==> src/design/tmcfc_ram.sv <==
// simple dual-port ram, one write and one registered read per cycle
module tmcfc_ram #(
  parameter int unsigned DEPTH = 16,
  parameter int unsigned WIDTH = 64,
  localparam int unsigned AW = $clog2(DEPTH)
) (
  input  logic             clk,
  input  logic             we,
  input  logic [AW-1:0]    waddr,
  input  logic [WIDTH-1:0] wdata,
  input  logic [AW-1:0]    raddr,
  output logic [WIDTH-1:0] rdata
);

  logic [WIDTH-1:0] mem [DEPTH];
  logic [WIDTH-1:0] rdata_r;

  always_ff @(posedge clk) begin
    if (we) begin
      mem[waddr] <= wdata;
    end
    rdata_r <= mem[raddr];
  end

  assign rdata = rdata_r;

endmodule

==> config.mk <==
export PLATFORM = sky130hd
export DESIGN_NAME = tmcfc_ram
export DESIGN_NICKNAME = d
export VERILOG_FILES = /design/src/design/tmcfc_ram.sv
export SDC_FILE = /design/constraint.sdc
export NUM_CORES = 1
export LEC_CHECK = 0
export ABC_AREA = 0
export BUFFER_PORTS_ARGS = -buffer_cell sky130_fd_sc_hd__buf_2
export CAP_MARGIN = 20
export CORE_MARGIN = 1.5
export CORE_UTILIZATION = 30
export DETAILED_ROUTE_END_ITERATION = 12
export SYNTH_ARGS = -nofsm -noshare
export SYNTH_HDL_FRONTEND = slang
export SYNTH_SLANG_ARGS = --single-unit
export TNS_END_PERCENT = 30
==> constraint.sdc <==
create_clock -name clk -period 12.1 [get_ports clk]
set_input_delay 1.815 -clock clk [delete_from_list [all_inputs] [get_ports clk]]
set_output_delay 1.815 -clock clk [all_outputs]
set_load 0.05 [all_outputs]
* Yosys cells after proc, flatten, opt, wreduce, memory -nomap -nowiden *
Memories as Yosys holds them, arrays and structs flattened. A register that Yosys moved wholly into a read port is not among the register bits.
Cells that the tools add are included.

word-level totals
  bits in read-only memories = 0
  bits in registers = 0
  word-level logic and storage cells = 3
  output and inout bits = 64
  RAM bits = 1024
  latch bits = 0
  input bits = 74
  memories kept = 1

operators by class
  multiplexer cells = 2
  div/mod/pow operators = 0
  multipliers = 0
  bitwise operators = 0
  $lt $le $gt $ge = 0
  shifts and indexed selects = 0
  add/sub/neg operators = 0
  eq/ne operators = 0
  reduce and logical (&&, ||, !) cells = 0

memory list
  name  depth  width  read ports  clocked after Yosys merged registers in  write ports  RTL line  text
  mem   16     64     1           1                                        1            15        logic [WIDTH-1:0] mem [DEPTH];

operator list
  operator  number
  $mux W1   2

* Depth between registers and ports, before layout *
Gate-level depths: netlist of the first run.

  depth in word-level cells = 2
  gate-level depth with buffers = 6
  depth with buffers taken out = 3

* Least setup slack after synthesis of the first run *
Ideal clock, no wire load.

  path kind = input port to flip-flop
  start = input waddr[2]
  end = memory mem[0][0] (enable)
  setup slack = 4.856 ns
  cell stages on the path = 2
  arrival time = 6.678 ns
  buffers on the path = 0
  setup time = 0.565 ns
  data required time = 11.535 ns
  cell sequence = or3b_2 > nor3_1

RTL lines
  element          RTL line  text
  start, declared  9         input logic [AW-1:0] waddr,
  end, declared    15

Straight into the memory's write port.

==> tab_implementation.tex, run 1 <==
\begin{tabular}{lr}
\hline
Metric & Value \\
\hline
\multicolumn{2}{l}{\textbf{Floorplanning}} \\
Boundary pin count & 138 \\
FP Rows & 133 \\
Core area & 131000 um\^{}2 \\
Die ar. & 134000 um\^{}2 \\
Die Width & 366 um \\
Starting density of the core & 0.302 \\
Die height & 366 um \\
\multicolumn{2}{l}{\textbf{Clocking}} \\
Clock sink count & 1088 \\
Post-cts repair resize count & 0 \\
Clock latency reported for the late side of the worst-skew pair & 700 ps \\
TritonCTS clock tree & done \\
Setup bufs post-CTS & 0 \\
Largest buffer count on any clock path & 3 \\
Number of buffers inserted during clock tree synthesis & 109 \\
Clock root buffer master & clkbuf\_16 \\
H-Tree Depth & 3 \\
Clock-pin transition on the worst setup and hold timing paths & 60 ps \\
CTS Hold Bufs & 0 \\
\multicolumn{2}{l}{\textbf{Power}} \\
Power after layout & 0.00803 W \\
Highest ir drop seen on vdd & 0.106 mV \\
Leakage component of the power & 14.5 nW \\
Pwr/cell area & 174 nW/um\^{}2 \\
\multicolumn{2}{l}{\textbf{Setup path}} \\
Worst Path Required & 12670 ps \\
Worst-path maximum fanout & 66 \\
Kind of capture point of the worst setup path & flop \\
Arrival time reported for the critical path endpoint & 5020 ps \\
Crit path kind & in -> reg \\
Kind of launch point of the worst setup path & input port \\
\multicolumn{2}{l}{\textbf{Cells and area}} \\
Area growth from synthesis to layout & 16.5\% \\
Share of the core filled with cells in the final layout & 0.352 \\
Finished layout cell area & 46100 um\^{}2 \\
Number of nets in the layout & 1924 \\
Proportion of layout cells with a drive suffix above 1 & 0.313 \\
Fill count & 12.1k \\
\multicolumn{2}{l}{\textbf{Global routing}} \\
Number of antenna violations at the first check in global routing & 35 \\
Routing layer with the top usage in global route & met2 \\
GRT met3 Usage & 0.0352 \\
Global-route track usage on met1 & 0.183 \\
Number of global-route vias before repair & 18.8k \\
Largest net degree at the start of global routing & 109 \\
First-pass GRT wire length & 134000 um \\
Met2 Resource Use GR & 0.223 \\
Overflow after GRT & 0 \\
GRT Overall Usage & 0.137 \\
\multicolumn{2}{l}{\textbf{STA}} \\
Final setup skew & 19.9 ps \\
Tightest slew margin relative to the limit & 0.231 \\
Final Hold Violating Endpoints & 0 \\
Share of the cycle needed by the critical path after routing & 0.368 \\
Upper clock frequency limit & 225 MHz \\
Minimum period implied by the final worst setup slack & 4450 ps \\
Setup Total Neg Slack & 0 ps \\
Final count of pins violating max slew & 0 \\
Slew @ Worst Pin & 1150 ps \\
RSZ-0062 raised after global routing & false \\
Final setup viols & 0 \\
\multicolumn{2}{l}{\textbf{Place}} \\
Placed inst area & 42500 um\^{}2 \\
Detailed-placement wirelength estimate & 47300 um \\
Global placer's final weighted congestion & 0.686 \\
Count of buffers from port buffering & 137 \\
\multicolumn{2}{l}{\textbf{Min path}} \\
Hold WC Path Type & reg -> reg \\
\multicolumn{2}{l}{\textbf{Logic synthesis}} \\
Synth unique cells & 18 \\
Synthesis Warnings & 0 \\
Total of flip-flops plus latches after synthesis & 1088 \\
Post-synthesis sequential area ratio & 0.809 \\
Post-synthesis average cell area & 24.0 um\^{}2 \\
Post-synthesis cell count & 1647 \\
Summed instance area of the synthesized netlist & 39600 um\^{}2 \\
Net count after synthesis & 1721 \\
\multicolumn{2}{l}{\textbf{Routing}} \\
Mean number of vias per cell & 4.85 \\
Number of DRC violations after detailed-routing iteration 0 & 1779 \\
Post-detailed-route DRC marker count & 0 \\
Total via count after detailed routing & 17.9k \\
Final wirelength & 92800 um \\
1st-pass router iterations & 5 \\
Remaining antenna violation count & 0 \\
Drt wl/cell & 25.1 um \\
\multicolumn{2}{l}{\textbf{Job}} \\
Maxcap violations & 0 \\
\multicolumn{2}{l}{\textbf{Outcome}} \\
Status & complete, no violations \\
\hline
\end{tabular}
-- report_power, final --
part	switching, W	total, W	internal, W
Sequential	0.0000334	0.00425	0.00421
Clock	0.00140	0.00334	0.00194
Combinational	0.000298	0.000443	0.000146
Total	0.00174	0.00803	0.00630
-- cell usage after synthesis (all sizes together) --
cell type	n	area share
nor3	4	0.00051
nor2b	2	0.00032
a22oi	128	0.024
and2	1	0.00016
nor2	13	0.0012
dfxtp	64	0.032
nand2b	2	0.00032
mux4	256	0.15
nand3	1	0.00013
clkbuf	36	0.0034
nand3b	2	0.00038
buf	48	0.0080
edfxtp	1024	0.78
or3b	1	0.00022
nand2	65	0.0062
-- state kept, by name (all words and copies together), names as in the netlist --
register  flops
rdata        64
mem        1024
-- final timing paths --
check / start / endpoint / slack (ps) / cells past startpoint
max: raddr[0] / rdata[37] / 7650 / 6
min reg2reg: mem[15][53] / rdata[53] / 670 / 3
max reg2reg: mem[11][20] / rdata[20] / 10660 / 3
min: mem[15][53] / rdata[53] / 670 / 3
-- layout make-up --
type                    count  area, um^2  area share
well taps                1755        2200      0.0476
clock inverters            45         543      0.0118
flip-flops and latches   1088       32000       0.694
diodes                      3        7.51    0.000163
clock buffers             157        3060      0.0663
repair buffers            176        1060      0.0229
multi-input cells         475        7230       0.157
-- kinds of logic (layout without fill, tap and decap cells) --
family / after synthesis / count (layout) / synth area share
flip-flops: 1088 / 1088 / 0.809
multiplexers: 256 / 256 / 0.146
AO/OA/AOI/OAI: 128 / 128 / 0.0243
AND/OR/NAND/NOR: 91 / 91 / 0.00942
buffers and inverters: 84 / 378 / 0.0114
other: 0 / 3 / 0
-- placed cells by master (no fill, tap or decap) --
master / synthesis / layout
edfxtp_1: 1024 / 1024
nor2_4: 0 / 13
nor2b_4: 0 / 2
clkinvlp_4: 0 / 3
nand2b_1: 2 / 2
nor3_2: 0 / 4
buf_4: 6 / 35
clkbuf_16: 0 / 110
clkbuf_8: 0 / 13
diode_2: 0 / 3
dfxtp_1: 64 / 64
clkinv_1: 0 / 14
buf_16: 0 / 1
clkbuf_1: 36 / 34
bufinv_16: 0 / 8
nand3b_1: 2 / 2
or3b_2: 1 / 1
nand3_1: 1 / 1
a22oi_1: 128 / 128
nand2_1: 65 / 65
clkinv_8: 0 / 1
buf_12: 0 / 3
buf_2: 13 / 135
inv_6: 0 / 3
clkinv_2: 0 / 11
buf_8: 0 / 2
mux4_2: 256 / 256
inv_16: 0 / 2
and2_4: 0 / 1
clkinv_16: 0 / 3
-- routing by layer --
metal	wire, um	up-vias	part of all wire
met3	7000	172	0.075
li1	-	7473	-
met4	1730	40	0.019
met1	38500	9698	0.41
met5	245	-	0.0026
met2	45300	552	0.49
-- per-stage QoR --
stage | instances | setup WS [ps] | hold WS (ps)
global route | 3696 | 7250 | 682
detailed placement | 3493 | 6770 | 658
CTS | 3695 | 7510 | 671
global placement | 3491 | 6850 | 657
finish | 3699 | 7650 | 669
floorplan | 1647 | 4860 | 635
-- worst max-delay path, cell delays in order --
cell and delay [ps]:
buf_8 560, buf_4 810, buf_4 820, mux4_2 590
a22oi_1 240, nand2_1 90
(Power assumes the default switching activity.)
==> run 2: changes to the inputs <==
Clock period 12.1 ns to 4.7 ns, I/O delays scaled along.
==> run 2 against run 1 <==
Net effect: power increased to 2.6 times the previous value; core utilization increased by 0.13 points; first-iteration DRC count rose by 7.1%; via count down 0.60%.
==> tab_implementation.tex, run 2 (synthesis results as in run 1) <==
\begin{tabular}{lr}
\hline
Metric & Value \\
\hline
\multicolumn{2}{l}{\textbf{Power}} \\
Pwr/cell area & 442 nW/um\^{}2 (+150\%) \\
Highest ir drop seen on vdd & 0.281 mV (+170\%) \\
Leakage component of the power & 14.6 nW (+0.52\%) \\
\multicolumn{2}{l}{\textbf{STA}} \\
Upper clock frequency limit & 427 MHz \\
Tightest slew margin relative to the limit & 0.289 (+0.0579) \\
Final setup viols & 0 (unchanged) \\
Final count of pins violating max slew & 0 (unchanged) \\
Share of the cycle needed by the critical path after routing & 0.498 \\
Final Hold Violating Endpoints & 0 (unchanged) \\
Minimum period implied by the final worst setup slack & 2340 ps \\
Final setup skew & 24.0 ps (+4.11 ps) \\
Slew @ Worst Pin & 1060 ps (-89.4 ps) \\
Worst hold margin & 395 ps (-273 ps) \\
RSZ-0062 raised after global routing & false \\
\multicolumn{2}{l}{\textbf{Global routing}} \\
Largest net degree at the start of global routing & 85 (-22\%) \\
Number of antenna violations at the first check in global routing & 24 (-31\%) \\
Number of global-route vias before repair & 18.6k (-1.0\%) \\
Overflow after GRT & 0 (unchanged) \\
GRT Overall Usage & 0.131 (-0.00643) \\
First-pass GRT wire length & 130000 um (-3.0\%) \\
\multicolumn{2}{l}{\textbf{Floorplanning}} \\
Boundary pin count & 138 (unchanged) \\
Starting density of the core & 0.302 (unchanged) \\
Die Width & 366 um (unchanged) \\
FP Rows & 133 (unchanged) \\
Die height & 366 um (unchanged) \\
Die ar. & 134000 um\^{}2 (unchanged) \\
Core area & 131000 um\^{}2 (unchanged) \\
\multicolumn{2}{l}{\textbf{Setup path}} \\
Worst-path maximum fanout & 24 (-64\%) \\
Crit path kind & in -> reg \\
Slowest Stage Delay on Critical Path & 660 ps (-160 ps) \\
CP max stage cell & nor2\_4 \\
Kind of launch point of the worst setup path & input port \\
Worst Path Required & 5010 ps (-7660 ps) \\
Arrival time reported for the critical path endpoint & 2650 ps (-2370 ps) \\
Ordered list of cells on the worst path & buf\_2, or3b\_2, nor2\_4, buf\_4 \\
Top delay family on crit path & simple AND/OR/NAND/NOR gates \\
Kind of capture point of the worst setup path & flop \\
Critical path buffers and inverters & 2 (-1) \\
\multicolumn{2}{l}{\textbf{Cells and area}} \\
Number of nets in the layout & 1937 (+0.68\%) \\
Max FFs per register & 1024 (unchanged) \\
Most frequent cells in the layout & edfxtp\_1 (1024), mux4\_2 (256), buf\_2 (135), a22oi\_1 (128), clkbuf\_16 (106) \\
Leading cell type in the layout, fill and taps excluded & edfxtp\_1 \\
Area growth from synthesis to layout & 17.0\% \\
Proportion of layout cells with a drive suffix above 1 & 0.321 (+0.00781) \\
Register with the most flip-flops & mem \\
Share of the core filled with cells in the final layout & 0.353 (+0.00135) \\
\multicolumn{2}{l}{\textbf{Clocking}} \\
H-Tree Depth & 3 (unchanged) \\
Clock sink count & 1088 (unchanged) \\
TritonCTS clock tree & done \\
CTS Hold Bufs & 0 (unchanged) \\
Clock-pin transition on the worst setup and hold timing paths & 60 ps (about the same) \\
Largest buffer count on any clock path & 3 (unchanged) \\
Setup bufs post-CTS & 0 (unchanged) \\
Clock latency reported for the late side of the worst-skew pair & 670 ps (-30 ps) \\
Number of buffers inserted during clock tree synthesis & 106 (-2.8\%) \\
Post-cts repair resize count & 0 (unchanged) \\
Clock root buffer master & clkbuf\_16 \\
\multicolumn{2}{l}{\textbf{Place}} \\
Count of buffers from port buffering & 137 (unchanged) \\
Global placer's final weighted congestion & 0.696 (+1.5\%) \\
Detailed-placement wirelength estimate & 50000 um (+5.6\%) \\
\multicolumn{2}{l}{\textbf{Routing}} \\
Post-detailed-route DRC marker count & 0 (unchanged) \\
Final wirelength & 88600 um (-4.5\%) \\
Drt wl/cell & 23.9 um (-4.8\%) \\
Total via count after detailed routing & 17.8k (-0.60\%) \\
Remaining antenna violation count & 0 (unchanged) \\
Number of DRC violations after detailed-routing iteration 0 & 1905 (+7.1\%) \\
Mean number of vias per cell & 4.81 (-0.89\%) \\
1st-pass router iterations & 5 (unchanged) \\
\multicolumn{2}{l}{\textbf{Job}} \\
Maxcap violations & 0 (unchanged) \\
\multicolumn{2}{l}{\textbf{Outcome}} \\
Status & complete, no violations \\
\multicolumn{2}{l}{\textbf{Min path}} \\
Hold WC Path Type & in -> reg \\
\hline
\end{tabular}
[run 2: cell count changes in the layout (fill, tap and decap cells not counted), moves of 2 or more]
cell / change
nor3_2: -2
clkbuf_8: -2
clkinv_2: +8
clkinvlp_4: +2
buf_4: +2
clkbuf_1: -3
clkinv_16: -2
buf_12: +12
clkbuf_16: -4
nor3_4: +2
inv_16: -2
buf_16: +2
clkinv_1: -4
[run 2: final timing paths]
check	endpoint	from	depth (start not counted)	slack (ps)
setup / recovery	mem[3][60]	waddr[2]	4	2360
hold / removal	mem[15][17]	wdata[17]	1	400
setup reg to reg	rdata[13]	mem[11][13]	3	3180
hold reg to reg	rdata[18]	mem[14][18]	3	660
[run 2: per-layer routing]
layer,track usage,part of all wire,vias to the layer above
li1,-,-,7495
met1,0.182,0.43,9616
met2,0.208,0.48,550
met3,0.0276,0.066,141
met4,0.0346,0.018,26
met5,0,0.0016,-
[run 2: area by class of cell]
type                    count  area, um^2
fillers                 12034       84800
flip-flops and latches   1088       32000
multi-input cells         475        7250
clock buffers             148        2920
well taps                1755        2200
repair buffers            192        1370
clock inverters            50         538
diodes                      2        5.00
[run 2: report_power, final]
group	switching, W	total [W]	internal (W)	leakage (nW)
sequential	0.0000820	0.0109	0.0108	9.79
clock	0.00355	0.00839	0.00484	1.68
combinational	0.000778	0.00117	0.000390	3.12
total	0.00441	0.0205	0.0161	14.6
[run 2: through the flow]
step	std cells	power, W	worst slack (ps)	TNS (ps)	instance area (um^2)
floorplan	1647	0.0119	-1130	-140110	39600
global placement	3507	0.0123	1690	0	42800
detailed placement	3508	0.0123	1640	0	42800
CTS	3706	0.0207	2350	0	46200
global route	3710	0.0211	2260	0	46300
finish	3710	0.0205	2360	0	46300
[run 2: worst reg2reg max path, cell delays in order (launching register included)]
cell	delay, ps
edfxtp_1	370
mux4_2	480
a22oi_1	260
nand2_1	230
